$ cat src/gcb_pkg.sv
`default_nettype none
package gcb_pkg;

	localparam logic [31:0] Mask565 = 32'h07E0_F81F;

	typedef enum logic [1:0] {
		COV_1BIT = 2'd0,
		COV_2BIT = 2'd1,
		COV_4BIT = 2'd2,
		COV_8BIT = 2'd3
	} cov_mode_t;

	typedef enum logic [1:0] {
		FMT_RGB565   = 2'd0,
		FMT_RGB888   = 2'd1,
		FMT_RGBA8888 = 2'd2,
		FMT_NONE     = 2'd3
	} pix_fmt_t;

	typedef enum logic [1:0] {
		REG_TEXT_COLOR    = 2'd0,
		REG_COVERAGE_MODE = 2'd1,
		REG_PIXEL_FORMAT  = 2'd2
	} reg_idx_t;

	typedef struct packed {
		logic [31:0] text_color;
		cov_mode_t   coverage_mode;
		pix_fmt_t    pixel_format;
	} cfg_t;

	typedef struct packed {
		logic [7:0]  alpha;
		logic [5:0]  w565;
		logic [15:0] color565;
		logic        write;
		logic        direct;
		logic [31:0] bg;
	} wgt_t;

	// floor(x / 255) for x up to 255 * 255
	function automatic logic [7:0] div255(input logic [15:0] x);
		logic [16:0] s;
		s = {1'b0, x} + {9'd0, x[15:8]} + 17'd1;
		return s[15:8];
	endfunction

	function automatic logic [15:0] to565(input logic [31:0] c);
		logic [15:0] r;
		logic [15:0] g;
		logic [15:0] b;
		logic [7:0]  r5;
		logic [7:0]  g6;
		logic [7:0]  b5;
		r  = ({8'd0, c[31:24]} << 5) - {8'd0, c[31:24]};
		g  = ({8'd0, c[23:16]} << 6) - {8'd0, c[23:16]};
		b  = ({8'd0, c[15:8]} << 5) - {8'd0, c[15:8]};
		r5 = div255(r);
		g6 = div255(g);
		b5 = div255(b);
		return {r5[4:0], g6[5:0], b5[4:0]};
	endfunction

endpackage
`default_nettype wire

$ cat src/gcb_in_if.sv
`default_nettype none
interface gcb_in_if;
	logic        valid;
	logic        ready;
	logic [7:0]  glyph_byte;
	logic [2:0]  sub_column;
	logic [31:0] background_pixel;

	modport source (output valid, output glyph_byte, output sub_column,
		output background_pixel, input ready);
	modport sink (input valid, input glyph_byte, input sub_column,
		input background_pixel, output ready);
endinterface
`default_nettype wire

$ cat src/gcb_out_if.sv
`default_nettype none
interface gcb_out_if;
	logic        valid;
	logic        ready;
	logic [31:0] pixel_out;
	logic        write_enable;

	modport source (output valid, output pixel_out, output write_enable, input ready);
	modport sink (input valid, input pixel_out, input write_enable, output ready);
endinterface
`default_nettype wire

$ cat src/gcb_cover.sv
`default_nettype none
module gcb_cover (
	input  wire logic          clk,
	input  wire logic          arst_n,
	input  wire gcb_pkg::cfg_t cfg,
	gcb_in_if.sink             glyph_in,
	output logic               wgt_valid,
	input  wire logic          wgt_ready,
	output gcb_pkg::wgt_t      wgt
);
	import gcb_pkg::*;

	logic        v_s1;
	logic [15:0] prod_s1;
	logic        write_s1;
	logic        direct_s1;
	logic [31:0] bg_s1;

	logic        v_s2;
	wgt_t        wgt_s2;

	logic        rdy1;
	logic        rdy2;

	logic [7:0]  cov;
	logic [3:0]  nib;
	logic [1:0]  duo;
	logic [7:0]  ta;
	logic [7:0]  a_c;
	logic [8:0]  wsum;

	assign ta   = cfg.text_color[7:0];
	assign rdy2 = !v_s2 || wgt_ready;
	assign rdy1 = !v_s1 || rdy2;
	assign glyph_in.ready = rdy1;

	// coverage field, lsb-first, expanded to 8 bits
	always_comb begin
		duo = 2'(glyph_in.glyph_byte >> {glyph_in.sub_column[1:0], 1'b0});
		nib = glyph_in.sub_column[0] ? glyph_in.glyph_byte[7:4]
			: glyph_in.glyph_byte[3:0];
		unique case (cfg.coverage_mode)
			COV_1BIT: cov = {8{glyph_in.glyph_byte[glyph_in.sub_column]}};
			COV_2BIT: cov = {duo, duo, duo, duo};
			COV_4BIT: cov = {nib, nib};
			COV_8BIT: cov = glyph_in.glyph_byte;
			default:  cov = glyph_in.glyph_byte;
		endcase
	end

	assign a_c  = div255(prod_s1);
	assign wsum = {1'b0, a_c} + 9'd4;

	always_ff @(posedge clk or negedge arst_n) begin
		if (!arst_n) begin
			v_s1 <= 1'b0;
			v_s2 <= 1'b0;
		end else begin
			if (rdy1) v_s1 <= glyph_in.valid;
			if (rdy2) v_s2 <= v_s1;
		end
	end

	always_ff @(posedge clk) begin
		if (rdy1) begin
			prod_s1   <= 16'(ta) * 16'(cov);
			write_s1  <= (cov != 8'd0) && (cfg.pixel_format != FMT_NONE);
			direct_s1 <= (cfg.coverage_mode == COV_1BIT) && (cfg.pixel_format == FMT_RGB565);
			bg_s1     <= glyph_in.background_pixel;
		end
		if (rdy2) begin
			wgt_s2.alpha    <= a_c;
			wgt_s2.w565     <= wsum[8:3];
			wgt_s2.color565 <= to565(cfg.text_color);
			wgt_s2.write    <= write_s1;
			wgt_s2.direct   <= direct_s1;
			wgt_s2.bg       <= bg_s1;
		end
	end

	assign wgt_valid = v_s2;
	assign wgt       = wgt_s2;
endmodule
`default_nettype wire

$ cat src/gcb_mix.sv
`default_nettype none
module gcb_mix (
	input  wire logic          clk,
	input  wire logic          arst_n,
	input  wire gcb_pkg::cfg_t cfg,
	input  wire logic          wgt_valid,
	output logic               wgt_ready,
	input  wire gcb_pkg::wgt_t wgt,
	gcb_out_if.source          blend_out
);
	import gcb_pkg::*;

	logic        v_s3;
	logic [26:0] r565_s3;
	logic [15:0] sr_s3;
	logic [15:0] sg_s3;
	logic [15:0] sb_s3;
	logic [15:0] c565_s3;
	logic        write_s3;
	logic        direct_s3;
	logic [31:0] bg_s3;

	logic        v_s4;
	logic [31:0] pix_s4;
	logic        we_s4;

	logic        rdy3;
	logic        rdy4;

	logic [31:0] bw;
	logic [31:0] fw;
	logic [31:0] diff;
	logic [31:0] prod;
	logic [7:0]  na;
	logic [7:0]  br;
	logic [7:0]  bgn;
	logic [7:0]  bb;
	logic [31:0] b3;
	logic [31:0] r3;
	logic [31:0] pix_c;

	assign rdy4      = !v_s4 || blend_out.ready;
	assign rdy3      = !v_s3 || rdy4;
	assign wgt_ready = rdy3;

	always_comb begin
		bw   = {wgt.bg[15:0], wgt.bg[15:0]} & Mask565;
		fw   = {wgt.color565, wgt.color565} & Mask565;
		diff = fw - bw;
		prod = diff * {26'd0, wgt.w565};
		na   = 8'hFF - wgt.alpha;
		if (cfg.pixel_format == FMT_RGBA8888) begin
			br  = wgt.bg[31:24];
			bgn = wgt.bg[23:16];
			bb  = wgt.bg[15:8];
		end else begin
			br  = wgt.bg[23:16];
			bgn = wgt.bg[15:8];
			bb  = wgt.bg[7:0];
		end
	end

	// result select: background, direct 565 colour or per-format blend; 565 blend folded to 16 bits
	always_comb begin
		b3 = {bg_s3[15:0], bg_s3[15:0]} & Mask565;
		r3 = ({5'd0, r565_s3} + b3) & Mask565;
		priority if (!write_s3) begin
			pix_c = bg_s3;
		end else if (direct_s3) begin
			pix_c = {16'd0, c565_s3};
		end else begin
			unique case (cfg.pixel_format)
				FMT_RGB565:   pix_c = {16'd0, r3[31:16] | r3[15:0]};
				FMT_RGB888:   pix_c = {8'd0, div255(sr_s3), div255(sg_s3), div255(sb_s3)};
				FMT_RGBA8888: pix_c = {div255(sr_s3), div255(sg_s3), div255(sb_s3), 8'hFF};
				default:      pix_c = bg_s3;
			endcase
		end
	end

	always_ff @(posedge clk or negedge arst_n) begin
		if (!arst_n) begin
			v_s3 <= 1'b0;
			v_s4 <= 1'b0;
		end else begin
			if (rdy3) v_s3 <= wgt_valid;
			if (rdy4) v_s4 <= v_s3;
		end
	end

	always_ff @(posedge clk) begin
		if (rdy3) begin
			r565_s3   <= prod[31:5];
			sr_s3     <= 16'(cfg.text_color[31:24]) * 16'(wgt.alpha) + 16'(br) * 16'(na);
			sg_s3     <= 16'(cfg.text_color[23:16]) * 16'(wgt.alpha) + 16'(bgn) * 16'(na);
			sb_s3     <= 16'(cfg.text_color[15:8]) * 16'(wgt.alpha) + 16'(bb) * 16'(na);
			c565_s3   <= wgt.color565;
			write_s3  <= wgt.write;
			direct_s3 <= wgt.direct;
			bg_s3     <= wgt.bg;
		end
		if (rdy4) begin
			pix_s4 <= pix_c;
			we_s4  <= write_s3;
		end
	end

	assign blend_out.valid        = v_s4;
	assign blend_out.pixel_out    = pix_s4;
	assign blend_out.write_enable = we_s4;
endmodule
`default_nettype wire

$ cat src/glyph_coverage_blend_top.sv
`default_nettype none
// Antialiased glyph blend: one destination pixel per transfer on glyph_in, one
// result per transfer on blend_out. Throughput is one pixel per clock while
// blend_out is ready. Each pixel passes four register stages (coverage pick and
// alpha product, weight divide, channel multiplies, divide and pack). Ready runs
// back through every stage, so while a result is stalled new pixels keep entering
// only until all four stages hold data; after that glyph_in waits until blend_out
// takes the result. Configuration (text_color, coverage_mode, pixel_format) is to
// be written through cfg_write/cfg_index/cfg_data only while the pipeline is
// empty; the block does not enforce this. Index 3 is ignored.
module glyph_coverage_blend_top (
	input  wire logic        clk,
	input  wire logic        arst_n,
	input  wire logic        cfg_write,
	input  wire logic [1:0]  cfg_index,
	input  wire logic [31:0] cfg_data,
	gcb_in_if.sink           glyph_in,
	gcb_out_if.source        blend_out
);
	import gcb_pkg::*;

	cfg_t cfg_q;
	logic wgt_valid;
	logic wgt_ready;
	wgt_t wgt;

	always_ff @(posedge clk or negedge arst_n) begin
		if (!arst_n) begin
			cfg_q.text_color    <= 32'd0;
			cfg_q.coverage_mode <= COV_8BIT;
			cfg_q.pixel_format  <= FMT_RGB565;
		end else if (cfg_write) begin
			unique case (cfg_index)
				REG_TEXT_COLOR:    cfg_q.text_color    <= cfg_data;
				REG_COVERAGE_MODE: cfg_q.coverage_mode <= cov_mode_t'(cfg_data[1:0]);
				REG_PIXEL_FORMAT:  cfg_q.pixel_format  <= pix_fmt_t'(cfg_data[1:0]);
				default: ;
			endcase
		end
	end

	gcb_cover u_cover (
		.clk       (clk),
		.arst_n    (arst_n),
		.cfg       (cfg_q),
		.glyph_in  (glyph_in),
		.wgt_valid (wgt_valid),
		.wgt_ready (wgt_ready),
		.wgt       (wgt)
	);

	gcb_mix u_mix (
		.clk       (clk),
		.arst_n    (arst_n),
		.cfg       (cfg_q),
		.wgt_valid (wgt_valid),
		.wgt_ready (wgt_ready),
		.wgt       (wgt),
		.blend_out (blend_out)
	);

	a_no_write_unassigned: assert property (@(posedge clk) disable iff (!arst_n)
		blend_out.valid && cfg_q.pixel_format == FMT_NONE |-> !blend_out.write_enable)
		else $error("write flagged for unassigned format");

	a_rgba_alpha_opaque: assert property (@(posedge clk) disable iff (!arst_n)
		blend_out.valid && blend_out.write_enable && cfg_q.pixel_format == FMT_RGBA8888
		|-> blend_out.pixel_out[7:0] == 8'hFF)
		else $error("rgba8888 alpha byte not opaque");

	a_rgb565_upper_clear: assert property (@(posedge clk) disable iff (!arst_n)
		blend_out.valid && blend_out.write_enable && cfg_q.pixel_format == FMT_RGB565
		|-> blend_out.pixel_out[31:16] == 16'd0)
		else $error("rgb565 result has upper bits set");

	a_rgb888_top_clear: assert property (@(posedge clk) disable iff (!arst_n)
		blend_out.valid && blend_out.write_enable && cfg_q.pixel_format == FMT_RGB888
		|-> blend_out.pixel_out[31:24] == 8'd0)
		else $error("rgb888 result has top byte set");
endmodule
`default_nettype wire

$ cat src/flat_wrapper.sv
// flat-port wrapper written by rule: the top's interface ports become plain ports
module glyph_coverage_blend_top_flat import gcb_pkg::*;
  (clk, arst_n, cfg_write, cfg_index, cfg_data, glyph_in_valid, glyph_in_glyph_byte, glyph_in_sub_column, glyph_in_background_pixel, glyph_in_ready, blend_out_valid, blend_out_pixel_out, blend_out_write_enable, blend_out_ready);
  gcb_in_if glyph_in_i ();
  gcb_out_if blend_out_i ();
  input  wire logic clk;
  input  wire logic arst_n;
  input  wire logic cfg_write;
  input  wire logic [1:0] cfg_index;
  input  wire logic [31:0] cfg_data;
  input wire logic [$bits(glyph_in_i.valid)-1:0] glyph_in_valid;
  input wire logic [$bits(glyph_in_i.glyph_byte)-1:0] glyph_in_glyph_byte;
  input wire logic [$bits(glyph_in_i.sub_column)-1:0] glyph_in_sub_column;
  input wire logic [$bits(glyph_in_i.background_pixel)-1:0] glyph_in_background_pixel;
  output wire logic [$bits(glyph_in_i.ready)-1:0] glyph_in_ready;
  output wire logic [$bits(blend_out_i.valid)-1:0] blend_out_valid;
  output wire logic [$bits(blend_out_i.pixel_out)-1:0] blend_out_pixel_out;
  output wire logic [$bits(blend_out_i.write_enable)-1:0] blend_out_write_enable;
  input wire logic [$bits(blend_out_i.ready)-1:0] blend_out_ready;
  assign glyph_in_i.valid = glyph_in_valid;
  assign glyph_in_i.glyph_byte = glyph_in_glyph_byte;
  assign glyph_in_i.sub_column = glyph_in_sub_column;
  assign glyph_in_i.background_pixel = glyph_in_background_pixel;
  assign glyph_in_ready = glyph_in_i.ready;
  assign blend_out_valid = blend_out_i.valid;
  assign blend_out_pixel_out = blend_out_i.pixel_out;
  assign blend_out_write_enable = blend_out_i.write_enable;
  assign blend_out_i.ready = blend_out_ready;
  glyph_coverage_blend_top u_core (.clk(clk), .arst_n(arst_n), .cfg_write(cfg_write), .cfg_index(cfg_index), .cfg_data(cfg_data), .glyph_in(glyph_in_i), .blend_out(blend_out_i));
endmodule
$ cat config.mk
export PLATFORM = sky130hd
export DESIGN_NAME = glyph_coverage_blend_top_flat
export DESIGN_NICKNAME = d
export VERILOG_FILES = /design/src/gcb_pkg.sv /design/src/gcb_in_if.sv /design/src/gcb_out_if.sv /design/src/gcb_cover.sv /design/src/gcb_mix.sv /design/src/glyph_coverage_blend_top.sv /design/src/flat_wrapper.sv
export SDC_FILE = /design/constraint.sdc
export NUM_CORES = 2
export LEC_CHECK = 0
export BUFFER_PORTS_ARGS = -buffer_cell sky130_fd_sc_hd__buf_2
export CELL_PAD_IN_SITES_DETAIL_PLACEMENT = 1
export CELL_PAD_IN_SITES_GLOBAL_PLACEMENT = 2
export CORE_UTILIZATION = 43
export CTS_CLUSTER_DIAMETER = 40
export DETAILED_ROUTE_END_ITERATION = 16
export PLACE_DENSITY = 0.8
export SYNTH_ARGS = -nofsm -noshare
export SYNTH_HDL_FRONTEND = slang
export SYNTH_SLANG_ARGS = --single-unit
$ cat constraint.sdc
create_clock -name clk -period 8.2 [get_ports clk]
set_input_delay 0.82 -clock clk [delete_from_list [all_inputs] [get_ports clk]]
set_output_delay 0.82 -clock clk [all_outputs]
set_load 0.02 [all_outputs]
Yosys cells after proc, flatten, opt, wreduce, memory -nomap -nowiden
Cells that the tools add are included.
- $add $sub $neg: 24
- multipliers: 8
- order comparisons: 1
- eq/ne operators: 8
- shifts and indexed selects: 1
- mux-type cells: 10
- bitwise logic cells: 1
- reductions and logical operators: 17
- operators by type and width (kind ; count):
    multiplier 8 x 8 -> 16 bit ; 7
    case mux 32 bit (3 select lines) ; 1
    adder 16 x 1 -> 16 bit, second input constant ; 4
    adder 16 x 8 -> 16 bit ; 4
    2-to-1 mux 32 bit ; 2
    adder 16 bit ; 3
    multiplier 32 x 6 -> 32 bit ; 1
    case mux 8 bit (4 select lines) ; 1
    subtractor 13 x 8 -> 14 bit ; 2
    subtractor 27 x 27 -> 28 bit ; 1
    adder 27 bit ; 1
    adder 13 x 1 -> 13 bit, second input constant ; 2
    adder 13 x 8 -> 13 bit ; 2
    2-to-1 mux 8 bit ; 3
    OR 11 x 16 -> 16 bit ; 1
    subtractor 14 x 8 -> 15 bit ; 1
    adder 14 x 1 -> 14 bit, second input constant ; 1
    adder 14 x 8 -> 14 bit ; 1
    adder 8 x 3 -> 9 bit, second input constant ; 1
    == test 2 bit, second input constant ; 4
    nonzero test 8 bit ; 1
    right shift 8 x 3 -> 2 bit ; 1
    subtractor 8 bit, first input constant ; 1
    == test 2 x 1 -> 1 bit, second input constant ; 3
    10 further kinds ; 21
- register bits after elaboration: 312
- output and inout port bits: 35
- logic and storage cells: 97

Logic depth before layout (Yosys ltp)
- depth after elaboration: 5
- depth in mapped cells: 27
- gate-level depth less buffers: 27

Modules after synthesis
Synthesis repeated with hierarchy kept, for this count alone.
- cells, all modules: 3534
- area, all modules: 35604.1 sq um
- modules (own cells, without submodules) (module ; times used ; cells an instance ; area an instance (sq um) ; seq. area each (sq um)):
    gcb_mix ; 1 ; 2706 ; 25884.8 ; 4794.6
    gcb_cover ; 1 ; 750 ; 8343.0 ; 3473.3
    glyph_coverage_blend_top ; 1 ; 78 ; 1376.3 ; 903.4

Worst setup path after synthesis
Ideal clock, no wire load.
- path type: register -> register
- from: register u_core.cfg_q[0] (netlist name)
- to: register u_core.u_mix.sg_s3[15] (data pin)
- arrival time: 6.370 ns
- required time: 7.940 ns
- setup slack: 1.570 ns
- cell stages (with the launch flop): 23
- clock period less this slack: 6.630 ns
- path through: dfrtp_1 > inv_2 > nand2_1 > clkbuf_1 > mux2i_1 > or2_2 > fa_1 > fa_1 > fa_1 > inv_1 > fa_1 > fa_1 > inv_1 > fa_1 > inv_1 > ha_1 > a21o_1 > a21oi_1 > o21ai_0 > o41ai_1 > o21bai_1 > a21oi_1 > xnor2_1
- word-level cells in the longest chain between the ends: 4
- RTL lines (what ; line ; source):
    start: declaration ; glyph_coverage_blend_top.sv:22 ; cfg_t cfg_q;
    == test 2 bit ; gcb_mix.sv:52 ; if (cfg.pixel_format == FMT_RGBA8888) begin
    2-to-1 mux 8 bit ; gcb_mix.sv:52 ;
    multiplier 8 x 8 -> 16 bit ; gcb_mix.sv:95 ; sg_s3 <= 16'(cfg.text_color[23:16]) * 16'(wgt.alpha) + 16'(bgn) * 16'(na);
    adder 16 bit ; gcb_mix.sv:95 ;
    end signal: assignment ; gcb_mix.sv:95 ;
    end: declaration ; gcb_mix.sv:16 ; logic [15:0] sg_s3;
Every way passes these cells.
A chain may end at the register's enable or synchronous reset.

Final worst setup path
Same ends and word-level chain as after synthesis.

==> impl_results.md <==
* Status: finished, final reports clean
* Post-CTS Hold Buffers at 0
* # nets final at 4360
* Core area at 79100 µm²
* WP data arrival at 7850 ps
* CP most frequent cell: fa_1
* Vias in the first global route at 27524
* Worst Path Max Fanout at 12
* Fraction of layout cells with a size suffix above 1 at 10.8%
* Initial antenna violation count at 8
* WS Path Type: reg2reg
* Routability cong. at 0.881
* Period utilization at 91.3%
* Worst Skew at 16.3 ps
* Cells along the critical path: inv_2 -> nand2_1 -> buf_4 -> mux2i_1 -> or2_2 -> fa_1 -> fa_1 -> fa_1 -> inv_1 -> fa_1 -> fa_1 -> inv_1 -> fa_1 -> inv_1 -> ha_1 -> a21o_1 -> a21oi_1 -> o21ai_0 -> o41ai_1 -> o21bai_1 -> a21oi_1 -> xnor2_1
* Total congestion overflow at 0
* Post-Syn Area at 34500 µm²
* Starting Density at 43.5%
* Number of distinct library cells after synthesis at 85
* MaxCap Viol Count at 0
* Via Count at 24166
* Ys async rst share at 12.8%
* Clock Sinks at 312
* I/O Buffers at 116
* Die area at 81300 µm²
* Post-Syn Instances at 3395
* Slew @ Worst Pin at 1130 ps
* Detailed router's first-iteration violation count at 1200
* Ys Warns at 0
* WP data required at 8560 ps
* Delay-heaviest family, CP: adder cells
* Antenna Nets Post-Route at 0
* # IOs at 117
* Die width at 285 µm
* First-pass GRT wire length at 155000 µm
* Final Max Slew Viols at 0
* Placed wire-length estimate at 78300 µm
* Vias per std cell at 5.26
* Syn Area/Cell at 10.2 µm²
* Worst setup path endpoint: u_core.u_mix.sg_s3[15]
* Endpoints failing setup at 0
* Worst path bufs/invs at 5
* Final setup margin at 711 ps
* WL/cell at 21.1 µm
* FF-to-FF End: u_core.u_mix.sg_s3[15]
* FMAX at 134 MHz
* N_diodes at 0
* Final instance area at 38200 µm²
* Most common cell in the netlist: inv_1
* Syn_nets at 4260
* CP startpoint: u_core.cfg_q[0]
* Stages on the worst setup path at 22
* Reg-to-reg slack, setup at 710 ps
* Dominant synthesized flop cell: edfxtp_1
* Reg-to-reg startpoint: u_core.cfg_q[0]
* Setup tns final at 0 ps
* CP Launch Type: flip-flop
* FP Rows at 103
* Worst slack, placed at 709 ps
* Final min period at 7490 ps
* Post-synth top area cell: fa_1
* Post_cts resized at 0
* Commonest cells in the netlist: inv_1, fa_1, ha_1
* Area growth from synthesis to layout at 10.8%
* Post-synth EDFFs at 272
* Slew Limit Headroom at 24.5%
* Worst-path clk slew at 50 ps
* Worst path slowest cell: nand2_1
* CTS H-tree depth at 2
* CTS Buffer Depth at 3
* Top cells by area, synth: fa_1, edfxtp_1, ha_1
* Die Ht at 285 µm
* TritonRoute pass-1 iters at 4
* Hold WC Path Type: in2async
* Sequential-to-total area share from yosys stat at 26.6%
* Root buffer cell: clkbuf_16
* Cts bufs inserted at 57
* Post-synth top area share at 25.2%
* Global Route Usage Sum at 24.7%
* RSZ-0062 raised after global routing: false
* Wirelength, routed at 97000 µm
* R2R depth at 22
* Number of synthesized register bits at 312
* Clock tree from TritonCTS: yes
* Placement Cell Area at 36200 µm²
* Residual DRC at 0
* Fill count at 8827
* CP peak stage delay at 580 ps
* Hold Fails Final Rpt at 0
* # Post-CTS Setup Buffers at 0
* Crit. End Element: flip-flop
* Largest net degree at the start of global routing at 76
* Worst-Skew Late Latency at 620 ps
-- layout make-up --
| cell class | count | area [µm²] | share of cell area, % |
|---|---|---|---|
| well taps | 1050 | 1310 | 3.44 |
| repair buffers | 149 | 853 | 2.24 |
| multi-input cells | 2321 | 22500 | 58.8 |
| inverters | 654 | 2450 | 6.43 |
| flip-flops and latches | 312 | 9170 | 24.0 |
| clock buffers | 60 | 1440 | 3.77 |
| clock inverters | 45 | 484 | 1.27 |
-- through the flow --
stage | hold WS [ps] | cells | util, %
after floorplan | 400 | 3395 | -
after CTS | 310 | 4591 | 48.2
after detailed placement | 405 | 4486 | 45.8
final | 324 | 4591 | 48.2
after global placement | 402 | 4486 | 45.8
after global routing | 348 | 4591 | 48.2
-- state kept, by name (all words and copies together) (netlist names) --
register,flops
u_core.cfg_q,36
u_core.u_cover.bg_s1,32
u_core.u_cover.direct_s1,1
u_core.u_cover.prod_s1,16
u_core.u_cover.v_s1,1
u_core.u_cover.wgt,64
u_core.u_cover.wgt_valid,1
u_core.u_cover.write_s1,1
u_core.u_mix.bg_s3,32
u_core.u_mix.blend_out.pixel_out,32
u_core.u_mix.blend_out.valid,1
u_core.u_mix.blend_out.write_enable,1
u_core.u_mix.c565_s3,16
u_core.u_mix.direct_s3,1
u_core.u_mix.r565_s3,27
u_core.u_mix.sb_s3,16
u_core.u_mix.sg_s3,16
u_core.u_mix.sr_s3,16
u_core.u_mix.v_s3,1
u_core.u_mix.write_s3,1
-- how the worst min path moves through the flow --
| stage | from | to | slack, ps |
|---|---|---|---|
| after global routing | glyph_in_background_pixel[29] | u_core.u_cover.bg_s1[29] | 350 |
| after detailed placement | u_core.u_cover.bg_s1[27] | u_core.u_cover.wgt[27] | 410 |
| after global placement | u_core.u_cover.write_s1 | u_core.u_cover.wgt[33] | 400 |
| final | arst_n | u_core.cfg_q[18] | 320 |
| after CTS | arst_n | u_core.cfg_q[18] | 310 |
| after floorplan | u_core.u_cover.bg_s1[0] | u_core.u_cover.wgt[0] | 400 |
-- worst register-to-register path: cells and delay by family (launching register included) --
family | cells | cell delay (ps)
AO/OA/AOI/OAI | 6 | 1360
XOR/XNOR | 1 | 80
adder cells (fa/ha/maj) | 7 | 3360
buffers and inverters | 5 | 750
flip-flops | 1 | 380
multiplexers | 1 | 300
AND/OR/NAND/NOR | 2 | 980
-- placed cells by master, fill, tap and decap left out, types with 27 or more instances in the layout --
cell / Yosys / final
inv_1: 653 / 653
fa_1: 434 / 434
ha_1: 349 / 349
edfxtp_1: 272 / 272
nand2_1: 260 / 259
and2_1: 222 / 222
nor2_1: 217 / 217
xnor2_1: 125 / 125
buf_2: 2 / 116
a21oi_1: 96 / 96
or2_2: 76 / 76
o21ai_0: 68 / 68
xor2_1: 66 / 66
clkbuf_16: 0 / 57
dfrtp_1: 38 / 38
a21o_1: 35 / 35
buf_4: 0 / 31
o21a_1: 29 / 29
and3_1: 28 / 28
nor3_1: 27 / 27
-- per-layer routing --
metal | vias to the layer above | part of all wire [%] | global-route usage (%) | wire length (µm)
met5 | - | 0.012 | 0 | 12
met4 | 2 | 3.0 | 7.45 | 2870
met3 | 144 | 4.3 | 2.86 | 4190
met2 | 499 | 49 | 42.3 | 47100
met1 | 12473 | 44 | 32.6 | 42800
li1 | 11048 | - | - | -
-- cells by family after synthesis --
logic type	count (synthesis)	share of synthesized area [%]
AOI/OAI and AO/OA	351	6.85
xor gates and xnor gates	192	4.90
adders and majority gates	783	37.9
buffers and inverters	762	8.31
DFF	312	26.6
muxes	49	1.68
and+or+nand+nor	946	13.8
Power is not shown: default switching activity piles up to over one toggle a cycle in this logic, so the estimate is an artifact.
